===== src/hw/rtl/cldcp_pkg.sv =====
// ----------------------------------------------------------------------------
// cldcp_pkg
// Shared constants and types for the colon list decimal clamp parser.
// ----------------------------------------------------------------------------
package cldcp_pkg;

    // Frame limits
    localparam int MAX_CHIPS      = 256;
    localparam int MAX_TEXT_BYTES = 4096;

    // Cap applied to the chip limit register, at the width of the register
    localparam logic [8:0] CHIP_CAP = 9'(MAX_CHIPS);

    // Ignored token counter saturates here
    localparam logic [11:0] IGN_SAT = 12'hfff;

    // Token phase codes
    localparam logic [1:0] PH_SPACE  = 2'd0;
    localparam logic [1:0] PH_DIGITS = 2'd1;
    localparam logic [1:0] PH_SKIP   = 2'd2;

    // Summary status codes
    localparam logic [1:0] ST_OK     = 2'd0;
    localparam logic [1:0] ST_MINMAX = 2'd1;
    localparam logic [1:0] ST_LONG   = 2'd2;

    // Configuration register indexes
    localparam logic [1:0] CFG_CHIP_LIMIT = 2'd0;
    localparam logic [1:0] CFG_MIN_FREQ   = 2'd1;
    localparam logic [1:0] CFG_MAX_FREQ   = 2'd2;

    // Characters
    localparam logic [7:0] CH_NUL   = 8'h00;
    localparam logic [7:0] CH_COLON = 8'h3a;
    localparam logic [7:0] CH_SPACE = 8'h20;
    localparam logic [7:0] CH_TAB   = 8'h09;
    localparam logic [7:0] CH_CR    = 8'h0d;
    localparam logic [7:0] CH_PLUS  = 8'h2b;
    localparam logic [7:0] CH_MINUS = 8'h2d;
    localparam logic [7:0] CH_ZERO  = 8'h30;
    localparam logic [7:0] CH_NINE  = 8'h39;

    // Largest magnitudes for a positive and a negative value
    localparam logic [35:0] LIMIT_POS = 36'h0_7fff_ffff;
    localparam logic [35:0] LIMIT_NEG = 36'h0_8000_0000;

    // Result queue depth
    localparam int QDEPTH = 4;
    localparam int QPTR_W = $clog2(QDEPTH);
    localparam int QCNT_W = $clog2(QDEPTH + 1);

    // One result item
    typedef struct packed {
        logic               is_summary;
        logic [7:0]         chip_index;
        logic signed [31:0] frequency;
        logic [8:0]         parsed_count;
        logic [12:0]        ignored_count;
        logic [8:0]         zero_count;
        logic [8:0]         low_clamp_count;
        logic [8:0]         high_clamp_count;
        logic [1:0]         status;
    } out_item_t;

endpackage


===== src/hw/rtl/colon_list_decimal_clamp_parser_unit.sv =====
// ----------------------------------------------------------------------------
// colon_list_decimal_clamp_parser_unit
// Splits a byte stream into colon-separated decimal tokens, clamps the values
// and closes each frame with a summary item.
// ----------------------------------------------------------------------------
// Usage:
//   s_* carries one text byte per item; s_tlast marks the last byte of a
//   frame. m_* carries value items (m_tuser = 0) and one summary item per
//   frame (m_tuser = 1, m_tlast = 1). cfg_* writes the chip limit, min_freq
//   and max_freq by index; it is always ready. The user must write only
//   while idle; the block itself does not enforce this. Each byte is taken
//   into an input register and handled from there, once the queue has room,
//   by one pass of logic (a times-ten shift-add, one overflow compare and
//   the clamp compares) that pushes up to two items into a four-entry result
//   queue, whose count drives m_tvalid. Throughput is one byte per cycle
//   while the queue has two free entries; the output port moves one item
//   per cycle while m_tready is high, so the last byte of a frame that
//   closes a token yields two items that leave one after the other. The
//   input register is held while the queue has fewer than two free entries,
//   so a stalled receiver backs up s_tready without losing items.
//   Reset clears the token and frame state, the configuration registers and
//   the queue; s_tready is high in the first cycle after reset.
// ----------------------------------------------------------------------------
module colon_list_decimal_clamp_parser_unit #(
    parameter int MAX_TEXT_BYTES = cldcp_pkg::MAX_TEXT_BYTES
) (
    input  logic        aclk,
    input  logic        aresetn,
    // Input stream
    input  logic        s_tvalid,
    output logic        s_tready,
    input  logic [7:0]  s_tdata,   // [7:0] text_byte
    input  logic        s_tlast,   // frame_end
    // Result stream
    output logic        m_tvalid,
    input  logic        m_tready,
    output logic [95:0] m_tdata,   // [7:0] chip_index, [39:8] frequency,
                                   // [48:40] parsed_count, [61:49] ignored_count,
                                   // [70:62] zero_count, [79:71] low_clamp_count,
                                   // [88:80] high_clamp_count, [90:89] status,
                                   // [95:91] zero
    output logic        m_tuser,   // is_summary
    output logic        m_tlast,   // last
    // Configuration writes
    input  logic        cfg_valid,
    output logic        cfg_ready,
    input  logic [1:0]  cfg_index,
    input  logic [31:0] cfg_data
);

    localparam int BW = $clog2(MAX_TEXT_BYTES + 2);
    localparam logic [BW-1:0] BYTE_MAX = BW'(MAX_TEXT_BYTES);

    // Configuration registers
    logic [8:0]         chip_limit_reg;
    logic signed [31:0] min_freq_reg;
    logic signed [31:0] max_freq_reg;

    // Input register
    logic       in_valid_reg;
    logic [7:0] in_byte_reg;
    logic       in_last_reg;

    // Token and frame state
    logic [1:0]    phase_reg,   phase_next;
    logic          neg_reg,     neg_next;
    logic [31:0]   acc_reg,     acc_next;
    logic          ovf_reg,     ovf_next;
    logic          open_reg,    open_next;
    logic          ended_reg,   ended_next;
    logic [BW-1:0] bytes_reg,   bytes_next;
    logic [8:0]    parsed_reg,  parsed_next;
    logic [11:0]   ignored_reg, ignored_next;
    logic [8:0]    zero_reg,    zero_next;
    logic [8:0]    low_reg,     low_next;
    logic [8:0]    high_reg,    high_next;

    // Result queue
    cldcp_pkg::out_item_t    q_mem [cldcp_pkg::QDEPTH];
    logic [cldcp_pkg::QPTR_W-1:0] q_head_reg;
    logic [cldcp_pkg::QPTR_W-1:0] q_tail_reg;
    logic [cldcp_pkg::QCNT_W-1:0] q_count_reg;

    // Pass logic
    logic                 proc_fire;
    logic                 s_fire;
    logic                 m_fire;
    logic                 is_digit;
    logic                 is_blank;
    logic                 is_sep;
    logic [3:0]           digit;
    logic [35:0]          limit;
    logic [35:0]          acc_x10_d;
    logic [1:0]           t_phase;
    logic                 t_neg;
    logic [31:0]          t_acc;
    logic                 t_ovf;
    logic                 t_open;
    logic                 close_req;
    logic                 do_close;
    logic                 emit;
    logic [8:0]           cap;
    logic signed [32:0]   mag;
    logic signed [32:0]   sval;
    logic signed [32:0]   lo_ext;
    logic signed [32:0]   hi_ext;
    logic                 val_zero;
    logic signed [31:0]   freq;
    logic [1:0]           sum_status;
    cldcp_pkg::out_item_t val_item;
    cldcp_pkg::out_item_t sum_item;
    cldcp_pkg::out_item_t push0_item;
    logic                 push0;
    logic                 push1;

    assign cfg_ready = 1'b1;

    // Handshakes
    assign proc_fire = in_valid_reg && (q_count_reg <= cldcp_pkg::QCNT_W'(cldcp_pkg::QDEPTH - 2));
    assign s_tready  = !in_valid_reg || proc_fire;
    assign s_fire    = s_tvalid && s_tready;
    assign m_tvalid  = (q_count_reg != '0);
    assign m_fire    = m_tvalid && m_tready;

    // Classify the byte
    always_comb begin
        is_digit  = (in_byte_reg >= cldcp_pkg::CH_ZERO) && (in_byte_reg <= cldcp_pkg::CH_NINE);
        is_blank  = (in_byte_reg == cldcp_pkg::CH_SPACE) ||
                    ((in_byte_reg >= cldcp_pkg::CH_TAB) && (in_byte_reg <= cldcp_pkg::CH_CR));
        is_sep    = (in_byte_reg == cldcp_pkg::CH_NUL) || (in_byte_reg == cldcp_pkg::CH_COLON);
        digit     = 4'(in_byte_reg - cldcp_pkg::CH_ZERO);
        limit     = neg_reg ? cldcp_pkg::LIMIT_NEG : cldcp_pkg::LIMIT_POS;
        acc_x10_d = ({4'b0, acc_reg} << 3) + ({4'b0, acc_reg} << 1) + {32'b0, digit};
    end

    // Advance the token with this byte
    always_comb begin
        t_phase    = phase_reg;
        t_neg      = neg_reg;
        t_acc      = acc_reg;
        t_ovf      = ovf_reg;
        t_open     = open_reg;
        ended_next = ended_reg;
        if (!ended_reg) begin
            if (in_byte_reg == cldcp_pkg::CH_NUL) begin
                ended_next = 1'b1;
            end else if (in_byte_reg != cldcp_pkg::CH_COLON) begin
                t_open = 1'b1;
                unique case (phase_reg)
                    cldcp_pkg::PH_SPACE: begin
                        if (is_blank) begin
                            t_phase = cldcp_pkg::PH_SPACE;
                        end else if (in_byte_reg == cldcp_pkg::CH_PLUS ||
                                     in_byte_reg == cldcp_pkg::CH_MINUS) begin
                            t_neg   = (in_byte_reg == cldcp_pkg::CH_MINUS);
                            t_phase = cldcp_pkg::PH_DIGITS;
                        end else if (is_digit) begin
                            t_phase = cldcp_pkg::PH_DIGITS;
                        end else begin
                            t_phase = cldcp_pkg::PH_SKIP;
                        end
                    end
                    cldcp_pkg::PH_DIGITS: begin
                        if (!is_digit) begin
                            t_phase = cldcp_pkg::PH_SKIP;
                        end
                    end
                    default: begin
                        t_phase = phase_reg;
                    end
                endcase
                // Take a digit, or drop the value on overflow
                if (is_digit && !ovf_reg &&
                    (phase_reg == cldcp_pkg::PH_SPACE || phase_reg == cldcp_pkg::PH_DIGITS)) begin
                    if (acc_x10_d > limit) begin
                        t_ovf = 1'b1;
                        t_acc = '0;
                    end else begin
                        t_acc = acc_x10_d[31:0];
                    end
                end
            end
        end
    end

    // Close the token, clamp and count
    always_comb begin
        close_req = (!ended_reg && is_sep) || in_last_reg;
        do_close  = close_req && t_open;
        cap       = (chip_limit_reg > cldcp_pkg::CHIP_CAP) ? cldcp_pkg::CHIP_CAP : chip_limit_reg;
        emit      = do_close && (parsed_reg < cap);
        mag       = signed'({1'b0, t_acc});
        sval      = t_neg ? -mag : mag;
        lo_ext    = 33'(min_freq_reg);
        hi_ext    = 33'(max_freq_reg);
        val_zero  = (t_acc == '0);

        parsed_next  = parsed_reg;
        ignored_next = ignored_reg;
        zero_next    = zero_reg;
        low_next     = low_reg;
        high_next    = high_reg;
        freq         = sval[31:0];

        if (do_close && !emit) begin
            if (ignored_reg < cldcp_pkg::IGN_SAT) begin
                ignored_next = ignored_reg + 12'd1;
            end
        end
        if (emit) begin
            parsed_next = parsed_reg + 9'd1;
            if (val_zero) begin
                zero_next = zero_reg + 9'd1;
            end else if (sval < lo_ext) begin
                freq     = min_freq_reg;
                low_next = low_reg + 9'd1;
            end else if (sval > hi_ext) begin
                freq      = max_freq_reg;
                high_next = high_reg + 9'd1;
            end
        end

        bytes_next = (bytes_reg <= BYTE_MAX) ? bytes_reg + 1'b1 : bytes_reg;

        if (min_freq_reg > max_freq_reg) begin
            sum_status = cldcp_pkg::ST_MINMAX;
        end else if (bytes_next > BYTE_MAX) begin
            sum_status = cldcp_pkg::ST_LONG;
        end else begin
            sum_status = cldcp_pkg::ST_OK;
        end
    end

    // Build the result items
    always_comb begin
        val_item            = '0;
        val_item.chip_index = parsed_reg[7:0];
        val_item.frequency  = freq;

        sum_item            = '0;
        sum_item.is_summary = 1'b1;
        sum_item.status     = sum_status;
        if (sum_status == cldcp_pkg::ST_OK) begin
            sum_item.parsed_count     = parsed_next;
            sum_item.ignored_count    = {1'b0, ignored_next};
            sum_item.zero_count       = zero_next;
            sum_item.low_clamp_count  = low_next;
            sum_item.high_clamp_count = high_next;
        end

        push0      = proc_fire && (emit || in_last_reg);
        push1      = proc_fire && emit && in_last_reg;
        push0_item = emit ? val_item : sum_item;
    end

    // Next token state: clear after a close or after the frame's last byte
    always_comb begin
        phase_next = t_phase;
        neg_next   = t_neg;
        acc_next   = t_acc;
        ovf_next   = t_ovf;
        open_next  = t_open;
        if (do_close || in_last_reg) begin
            phase_next = cldcp_pkg::PH_SPACE;
            neg_next   = 1'b0;
            acc_next   = '0;
            ovf_next   = 1'b0;
            open_next  = 1'b0;
        end
    end

    // Configuration registers
    always_ff @(posedge aclk) begin
        if (!aresetn) begin
            chip_limit_reg <= '0;
            min_freq_reg   <= '0;
            max_freq_reg   <= '0;
        end else if (cfg_valid && cfg_ready) begin
            unique case (cfg_index)
                cldcp_pkg::CFG_CHIP_LIMIT: chip_limit_reg <= cfg_data[8:0];
                cldcp_pkg::CFG_MIN_FREQ:   min_freq_reg   <= signed'(cfg_data);
                cldcp_pkg::CFG_MAX_FREQ:   max_freq_reg   <= signed'(cfg_data);
                default: begin
                end
            endcase
        end
    end

    // Input register
    always_ff @(posedge aclk) begin
        if (!aresetn) begin
            in_valid_reg <= 1'b0;
        end else begin
            in_valid_reg <= s_fire || (in_valid_reg && !proc_fire);
        end
        if (s_fire) begin
            in_byte_reg <= s_tdata;
            in_last_reg <= s_tlast;
        end
    end

    // Token and frame state
    always_ff @(posedge aclk) begin
        if (!aresetn) begin
            phase_reg   <= cldcp_pkg::PH_SPACE;
            neg_reg     <= 1'b0;
            acc_reg     <= '0;
            ovf_reg     <= 1'b0;
            open_reg    <= 1'b0;
            ended_reg   <= 1'b0;
            bytes_reg   <= '0;
            parsed_reg  <= '0;
            ignored_reg <= '0;
            zero_reg    <= '0;
            low_reg     <= '0;
            high_reg    <= '0;
        end else if (proc_fire) begin
            phase_reg <= phase_next;
            neg_reg   <= neg_next;
            acc_reg   <= acc_next;
            ovf_reg   <= ovf_next;
            open_reg  <= open_next;
            if (in_last_reg) begin
                ended_reg   <= 1'b0;
                bytes_reg   <= '0;
                parsed_reg  <= '0;
                ignored_reg <= '0;
                zero_reg    <= '0;
                low_reg     <= '0;
                high_reg    <= '0;
            end else begin
                ended_reg   <= ended_next;
                bytes_reg   <= bytes_next;
                parsed_reg  <= parsed_next;
                ignored_reg <= ignored_next;
                zero_reg    <= zero_next;
                low_reg     <= low_next;
                high_reg    <= high_next;
            end
        end
    end

    // Result queue storage
    always_ff @(posedge aclk) begin
        if (push0) begin
            q_mem[q_tail_reg] <= push0_item;
        end
        if (push1) begin
            q_mem[q_tail_reg + 1'b1] <= sum_item;
        end
    end

    // Result queue pointers
    always_ff @(posedge aclk) begin
        if (!aresetn) begin
            q_head_reg  <= '0;
            q_tail_reg  <= '0;
            q_count_reg <= '0;
        end else begin
            q_tail_reg  <= q_tail_reg + cldcp_pkg::QPTR_W'(push0) + cldcp_pkg::QPTR_W'(push1);
            q_head_reg  <= q_head_reg + cldcp_pkg::QPTR_W'(m_fire);
            q_count_reg <= q_count_reg + cldcp_pkg::QCNT_W'(push0) + cldcp_pkg::QCNT_W'(push1)
                           - cldcp_pkg::QCNT_W'(m_fire);
        end
    end

    // Drive the result port from the queue head
    always_comb begin
        m_tdata = {5'b0,
                   q_mem[q_head_reg].status,
                   q_mem[q_head_reg].high_clamp_count,
                   q_mem[q_head_reg].low_clamp_count,
                   q_mem[q_head_reg].zero_count,
                   q_mem[q_head_reg].ignored_count,
                   q_mem[q_head_reg].parsed_count,
                   q_mem[q_head_reg].frequency,
                   q_mem[q_head_reg].chip_index};
        m_tuser = q_mem[q_head_reg].is_summary;
        m_tlast = q_mem[q_head_reg].is_summary;
    end

endmodule


===== config.mk =====
export PLATFORM = sky130hd
export DESIGN_NAME = colon_list_decimal_clamp_parser_unit
export DESIGN_NICKNAME = d
export VERILOG_FILES = /design/src/hw/rtl/cldcp_pkg.sv /design/src/hw/rtl/colon_list_decimal_clamp_parser_unit.sv
export SDC_FILE = /design/constraint.sdc
export NUM_CORES = 1
export LEC_CHECK = 0
export BUFFER_PORTS_ARGS = -buffer_cell sky130_fd_sc_hd__buf_4
export CORE_UTILIZATION = 55
export DETAILED_ROUTE_END_ITERATION = 8
export PLACE_DENSITY = 0.8
export SLEW_MARGIN = 20
export SYNTH_ARGS = -nofsm -noshare
export SYNTH_HDL_FRONTEND = slang
export SYNTH_SLANG_ARGS = --single-unit

===== constraint.sdc =====
create_clock -name aclk -period 18.77 [get_ports aclk]
set_input_delay 1.877 -clock aclk [delete_from_list [all_inputs] [get_ports aclk]]
set_output_delay 1.877 -clock aclk [all_outputs]
set_load 0.005 [all_outputs]

==> results of run 1 <==
[stage by stage]
| stage | std cells | hold WS [ps] | setup slack (ps) | power [mW] |
|---|---|---|---|---|
| CTS | 4174 | 443.9 | 6474 | 3.137 |
| detailed placement | 4068 | 433.5 | 6519 | 1.944 |
| global placement | 4068 | 428.4 | 6995 | 1.936 |
| floorplan | 3339 | 418.5 | 8894 | 1.712 |
| finish | 4175 | 441.5 | 6208 | 3.136 |
| global route | 4175 | 462.1 | 5314 | 3.241 |
[cells by family (layout without fill, tap and decap cells)]
group | after synthesis | count (layout) | share of synthesized area
AO/OA/AOI/OAI | 824 | 824 | 0.1753
multiplexers | 113 | 113 | 0.07226
other | 2 | 8 | 0.0002387
XOR/XNOR | 103 | 103 | 0.02867
adder cells (fa/ha/maj) | 217 | 217 | 0.08749
flip-flops | 553 | 553 | 0.4184
AND/OR/NAND/NOR | 1197 | 1197 | 0.1778
buffers and inverters | 325 | 404 | 0.03981
[critical path: cells and delay by family, from the launching register on]
kind | cells | cell delay (ps)
compound gates | 14 | 3530
mux | 1 | 730
buf+inv | 3 | 780
simple gates | 13 | 3830
fa+ha+maj | 5 | 1670
flops | 1 | 520
xor+xnor | 3 | 1210
[worst max-delay path by stage]
stage	from	to	slack, ps	cells after the start
after floorplan	in_byte_reg[3]	q_mem[1][8]	8890	43
after global placement	in_byte_reg[3]	q_mem[2][19]	7000	40
after detailed placement	in_byte_reg[3]	q_mem[1][19]	6520	39
after CTS	in_byte_reg[3]	q_mem[1][19]	6470	39
after global routing	in_byte_reg[3]	q_mem[1][19]	5310	39
final	in_byte_reg[3]	q_mem[1][19]	6210	39
[cell usage in the layout (no fill, tap or decap), types with 10 or more instances in the layout]
| master | netlist | layout |
|---|---|---|
| a211oi_1 | 15 | 15 |
| a21boi_0 | 79 | 79 |
| a21o_1 | 43 | 43 |
| a21oi_1 | 156 | 156 |
| a22o_1 | 29 | 29 |
| a22oi_1 | 31 | 31 |
| a31oi_1 | 42 | 40 |
| a32o_1 | 32 | 32 |
| and2_1 | 53 | 53 |
| and3_1 | 32 | 32 |
| and4_1 | 10 | 10 |
| buf_4 | 8 | 181 |
| clkbuf_16 | 0 | 58 |
| clkinv_2 | 0 | 13 |
| dfxtp_1 | 344 | 342 |
| edfxtp_1 | 209 | 209 |
| ha_1 | 212 | 212 |
| inv_1 | 115 | 111 |
| mux2i_1 | 19 | 18 |
| mux4_2 | 91 | 91 |
| nand2_1 | 429 | 429 |
| nand2b_1 | 23 | 21 |
| nand3_1 | 54 | 54 |
| nand4_1 | 55 | 55 |
| nor2_1 | 324 | 322 |
| nor2b_1 | 54 | 53 |
| nor3_1 | 50 | 48 |
| nor4_1 | 17 | 17 |
| o211ai_1 | 18 | 18 |
| o21a_1 | 18 | 18 |
| o21ai_0 | 226 | 225 |
| o221ai_1 | 21 | 21 |
| o31ai_1 | 18 | 18 |
| or2_2 | 12 | 12 |
| or3_1 | 39 | 39 |
| xnor2_1 | 60 | 60 |
| xor2_1 | 43 | 43 |
[power by group]
part / internal, mW / switching, mW
Clock: 0.713 / 0.497
Sequential: 1.29 / 0.0470
Combinational: 0.251 / 0.340
[per-layer routing]
| layer | wire (um) | part of all wire | GRT usage |
|---|---|---|---|
| met5 | 65 | 0.00072 | 0 |
| met4 | 2682 | 0.030 | 0.1016 |
| met3 | 9575 | 0.11 | 0.05936 |
| met2 | 41180 | 0.46 | 0.4857 |
| met1 | 36780 | 0.41 | 0.4223 |
[cell type report]
cell class | count | area share
timing repair buffer | 181 | 0.03873
inverter | 117 | 0.01252
clock inverter | 35 | 0.01298
antenna | 1 | 0.00007133
clock buffer | 71 | 0.04419
sequential | 553 | 0.3754
tap | 756 | 0.02696
multi-input combinational | 2461 | 0.4891
==> results.md, run 1 <==
- The flow ran to the end, and the final reports show no timing, DRC or antenna violations.
- The number of hold-repair buffers added at the cts stage is 0.
- Yosys mapped a number of flops with a built-in enable equal to between 200 and 250.
- For this run, design rule violations remaining after detail routing come to 0.
- After clock tree synthesis, the clock-pin slew on the worst setup and hold paths is 60 ps.
- The cell at the root of the clock tree is clkbuf_16.
- The number of buffers created by CTS is 56.
- The endpoint identified for the worst register-to-register timing path is q_mem[1][19].
- The number of antenna violations at the first check in global routing is 6.
- The total setup buffers inserted after CTS is 0.
- Gates resized during post-CTS repair numbered 0.
- The routed layout has 26718 vias.
- The detail-routed net length per standard cell is between 20 and 25 um.
- The post-synthesis sequential area ratio is 0.4184.
- The number of flip-flops under the largest register name is 364.
- Port buffering added 141 buffers.
- The share of the cycle needed by the critical path after routing is 0.6693.
- The number of global-route vias before repair came to ~25000.
- The transition time of the tightest slew-check pin is 1097 ps.
- The tree built by TritonCTS fans out to 553 sinks.
- The post-synthesis instance area is 31460 um^2.
- The path class of the tightest hold or removal check is reg2reg.
- In the final layout, the share of cells above drive strength 1 is 0.1243.
- After the first detailed-routing iteration, the DRC count stood at roughly 3000.
- The total of endpoints with negative setup slack in the final report is 0.
- The overall die height is roughly 240 um.
- For this run, the leading register cell type out of synthesis is dfxtp_1.
- The count of nets left with antenna violations once routing finished came out at 0.
- The vias per cell is 6.400.
- In this run, synthesis produced a sequential element count of between 500 and 600.
- The die width is approximately 240 um.
- The path with the worst hold slack has its endpoint at q_mem[3][91].
- The clock tree skew after final layout is 29.88 ps.
- The register with the most flip-flops in the final layout is q_mem.
- The count of synthesis-stage warnings from yosys is 0.
- The finished cells cover around 35000 um^2.
- Across the run, the number of max-cap violations was 0.
- In the final layout, the multi-input gates occupy between 15000 and 20000 um^2.
- The count of boundary I/O pins is between 100 and 150.
- The net count of the finished layout is approximately 3600.
- Of the post-synthesis cell area, the dominant cell type holds 0.2189.
- Among the stages of the critical path, the cell type that occurs most often is ha_1.
- The launch instance of the worst min-delay path is q_mem[3][91].
- Detailed placement finished with a half-perimeter wire length of slightly above 60000 um.
- The worst setup path is launched from a flip-flop.
- Setup repair after global routing left no endpoint under its margin.
- After synthesis, the most frequently instantiated cells are nand2_1, dfxtp_1, nor2_1, o21ai_0, ha_1.
- In this run, distinct cell masters in the synthesized netlist total 92.
- The worst hold path was traced through 2 stages.
- The cell leakage power is 13.11 nW.
- No sink is reached through more buffers than the 3 on the longest clock path.
- The clock insertion delay at the later pin of the skew report is between 600 and 700 ps.
- The endpoint kind of the worst setup timing path is a flip-flop.
- In this design, the stage delay of the slowest critical-path cell is between 700 and 800 ps.
- The H-tree generated during clock tree synthesis spans 2 levels.
- Entering global routing, the biggest net connects ~120 pins.
- The cell with the biggest individual delay on the critical path is mux2i_4.
- Counting the fill cells in the layout gives about 4600.
- For this run the aggregate overflow at the end of global routing stands at 0.
- The depth of the most critical reg-to-reg path is 39.
- The post-synthesis cell type with the largest combined area is dfxtp_1.
- The number of pins with negative max-slew slack in the final report is 0.
- Registers take 13170 um^2.
- The number of optimization iterations in the first detailed-route pass is 7.
- After detailed placement, the total cell area comes to around 33000 um^2.
- The worst flop-to-flop path startpoint is in_byte_reg[3].
- The final routed wirelength across all metal layers is approximately 90000 um.
- After synthesis, the share of flip-flops with an asynchronous set or reset is 0.
- The initial utilization of the core area, before any placement, comes to 0.5569.
- In this run the worst path has a maximum fanout of 42.
- The maximum clock frequency is around 80 MHz.
- The clock tree from TritonCTS is yes.
- VDD sags by at most slightly above 0.08 mV.
- The row count is 87.
- The data required time of the critical path is roughly 19000 ps.
- From synthesis to final layout, the design area changed by 11.50%.
- The cell count after synthesis is roughly 3300.
- Once layout is complete, the utilization of the core stands at 0.6210.
- The setup slack on the worst flop-to-flop path is just over 6000 ps.
- In the post-synthesis netlist, the cell with the most instances is nand2_1.
- The die outline area is 58170 um^2.
- The count of endpoints failing hold in the final timing report was 0.
- The core outline area is roughly 56000 um^2.
- The synthesized area divided by synthesized cell count is ~9.4 um^2.
- By area the synthesized netlist is led by dfxtp_1, edfxtp_1, ha_1, mux4_2, nand2_1.
- The worst path arrival time is between 10000 and 15000 ps.
- The worst path needs around 13000 ps of the cycle, external delays included.
- Dividing total power by cell area gives a power density of just under 90 nW/um^2.
- The relative slew slack is 0.2689.
- The wire length of the first global-routing pass is about 140000 um.
- The path type of the worst setup path is reg2reg.
- Across every metal layer, demand over resource in global routing totals 0.3072.
- Routability-driven placement finished with a final weighted congestion of between 1 and 1.5.
- The setup TNS is 0 ps.
(Power assumes the default switching activity.)
==> run 2: changes to the inputs <==
--- a/config.mk
+++ b/config.mk
@@ -8,7 +8,7 @@
 export BUFFER_PORTS_ARGS = -buffer_cell sky130_fd_sc_hd__buf_4
 export CORE_UTILIZATION = 55
 export DETAILED_ROUTE_END_ITERATION = 8
-export PLACE_DENSITY = 0.8
+export PLACE_DENSITY = 0.82
 export SLEW_MARGIN = 20
 export SYNTH_ARGS = -nofsm -noshare
 export SYNTH_HDL_FRONTEND = slang
==> constraint.sdc (replaced) <==
create_clock -name aclk -period 11 [get_ports aclk]
set_input_delay 1.1 -clock aclk [delete_from_list [all_inputs] [get_ports aclk]]
set_output_delay 1.1 -clock aclk [all_outputs]
set_load 0.005 [all_outputs]
==> results.md, run 2 (synthesis gave the netlist of run 1 again) <==
- In this run the power spent charging and discharging nets is roughly 1.5 mW.
- After floorplanning, the core was sized to cover roughly 56000 um^2.
- The detail-routed net length per standard cell is approximately 22 um.
- The internal power consumption is around 3.7 mW.
- The number of max-cap violations is 0.
- The number of input and output port buffers inserted is roughly 140.
- The data required time of the critical path is between 10000 and 15000 ps.
- In the routed layout, each cell is associated on average with a via count of roughly 6.4.
- Headroom to the max-slew limit came out at 0.2919.
- The run finished with clean final reports.
- The worst slack at placement is 124.7 ps.
- After filler insertion, the fill cell instance count of the layout stands at approximately 4500.
- On the critical path, the stage with the largest delay is an instance of or4b_2.
- Along the worst path, the maximum fanout reaches 9.
- The clock tree from TritonCTS is yes.
- The count of placed standard cells including taps is around 4000.
- The number of pins with negative max-slew slack in the final report is 0.
- Tracing the worst setup path back leads to its startpoint at in_byte_reg[3].
- In this run the critical register-to-register path is launched from in_byte_reg[3].
- Summed over all layers, the global routing overflow is 0.
- The maximum clock frequency is 93.67 MHz.
- For this design the static power due to leakage is ~13 nW.
- The detail route stage leaves a number of antenna-violating nets equal to 0.
- The power after layout is 5.191 mW.
- Summing over every cut layer, the via total after detailed routing is 26802.
- At the worst endpoint, the arrival time is about 11000 ps.
- After detailed routing, the total wire length is 90340 um.
- The clock sink count is 553.
- q_mem holds more flip-flops than any other register.
- The DRC marker count from the first detailed-route iteration is around 3300.
- STA classifies the critical path startpoint as a flip-flop.
- The number of global-route vias before repair is 25177.
- The die width is between 200 and 250 um.
- The worst ir drop on vdd is 0.1241 mV.
- ~150 I/O pins were placed.
- The power density of the placed cells is 148.1 nW/um^2.
- After clock tree synthesis, the clock-pin slew on the worst setup and hold paths is around 60 ps.
- The number of non-filler instances in the completed layout is about 4200.
- The worst hold path begins at q_mem[0][91].
- Setup repair after global routing left no endpoint under its margin.
- After legalization and detailed placement, the total HPWL measured a little over 60000 um.
- Setup violations remaining at the end of the flow were counted as 0.
- Leaving out fill and tap cells, the most frequent cell in the layout is nand2_1.
- The share of cells above drive strength 1 is 0.1272.
- In this run, CTS created clock tree buffers numbering 54.
- For this run, design rule violations remaining after detail routing come to 0.
- The final critical-path required period is ~11000 ps.
- The endpoint kind of the worst setup timing path is a flip-flop.
- Of the total power, the share spent switching nets is 0.2835.
- The number of nets in the final layout is between 3000 and 4000.
- The wire length of the first global-routing pass is approximately 140000 um.
- The number of flip-flops under the largest register name is 364.
- The cell at the root of the clock tree is clkbuf_16.
- The path type of the worst setup path is reg2reg.
- In the layout the commonest cells are nand2_1, dfxtp_1, nor2_1, o21ai_0, ha_1.
- The part of the power in the clock network is 0.365.
- The worst hold path belongs to the class reg2reg.
- The share of total power in sequential cells is 0.438.
- The number of antenna violations at the first check in global routing is 6.
- At the pin with the least slew margin, the transition time is ~1100 ps.
- The placer's final routability congestion estimate is roughly 1.0.
- The repair_antennas step left the layout with diodes totalling 0.
- Across every metal layer, demand over resource in global routing totals 0.3054.
- Of the total power, combinational logic draws 0.197.
- The largest net degree at the start of global routing is approximately 110.
- The floorplan step defined a die boundary enclosing roughly 58000 um^2.
- Compared with the post-synthesis result, the final layout area differs by 11.41%.
- The overall die height is 241.2 um.
- The setup TNS is 0 ps.
- The first detailed-routing pass took 6 iterations.
- The clock passes through at most 3 buffers.
- The clock insertion delay at the later pin of the skew report is between 600 and 700 ps.
- The clock tree skew after final layout is about 18 ps.
- The worst path setup slack after routing is between 300 and 400 ps.
- For this configuration, the core starts out at a cell density of 0.5569.
- The maximum cell stage delay along the critical path is slightly below 700 ps.
- In this run the number of H-tree levels came out at 2.
- The count of endpoints failing hold in the final timing report came to 0.
- The row count is 87.
- In the finished design, the share of the clock period the worst path needs comes to 0.9706.
run 2: cell types whose count changed in the layout (fill, tap and decap cells not counted), moves of 3 or more:
cell,before,now
buf_4,181,192
clkinv_2,13,7
clkbuf_16,58,54
bufinv_16,9,6
xnor2_2,0,4
xnor2_1,60,56
run 2: metal layers:
metal / share of wire / vias up / GRT usage / wire length [um]
li1: - / 12268 / - / -
met1: 0.40 / 12733 / 0.4152 / 36370
met2: 0.45 / 1535 / 0.4786 / 40800
met3: 0.11 / 254 / 0.06920 / 9957
met4: 0.035 / 12 / 0.1055 / 3152
met5: 0.00071 / - / 0 / 64
run 2: layout make-up:
type | count | area [um^2] | area share
Multi-Input combinational cell | 2461 | 17240 | 0.4918
Sequential cell | 553 | 13170 | 0.3757
Clock buffer | 68 | 1464 | 0.04176
Timing Repair Buffer | 193 | 1461 | 0.04169
Tap cell | 756 | 945.9 | 0.02699
Inverter | 117 | 439.2 | 0.01253
Clock inverter | 28 | 334.1 | 0.009531
run 2: power by group through the flow:
stage               Sequential (mW)  Clock [mW]  Combinational [mW]
detailed placement             2.32           0                1.00
floorplan                      2.27           0               0.655
CTS                            2.28        1.90                1.01
finish                         2.28        1.89                1.02
global placement               2.32           0               0.996
global route                   2.29        1.98                1.10
run 2: worst paths after layout:
check	to	slack (ps)	cells past startpoint
worst min-delay path	q_mem[0][91]	450	2
worst min register to register	q_mem[0][91]	450	2
worst max register to register	q_mem[2][8]	320	41
worst max-delay path	q_mem[2][8]	320	41
run 2: through the flow:
| stage | util | cell area, um^2 | hold WS [ps] |
|---|---|---|---|
| 2_1_floorplan | - | 31480 | 418.5 |
| 3_3_place_gp | 0.5871 | 33170 | 429.2 |
| 6_report | 0.6204 | 35050 | 451.9 |
| 4_1_cts | 0.6190 | 34970 | 450.8 |
| 5_1_grt | 0.6204 | 35050 | 473.0 |
| 3_5_place_dp | 0.5871 | 33170 | 442.0 |
run 2: critical path, delay by kind of cell, from the launching register on:
family	cells	cell delay, ps
compound gates	12	2890
xor+xnor	3	850
fa+ha+maj	5	1850
buf+inv	5	820
flops	1	510
mux	1	130
simple gates	15	3330
run 2: timing repair:
item / 4_1_cts / 5_1_grt
setup endpoints to repair: 0 / 202
setup buffers: 0 / 0
hold buffers: 0 / 0
resized for setup: 0 / 13
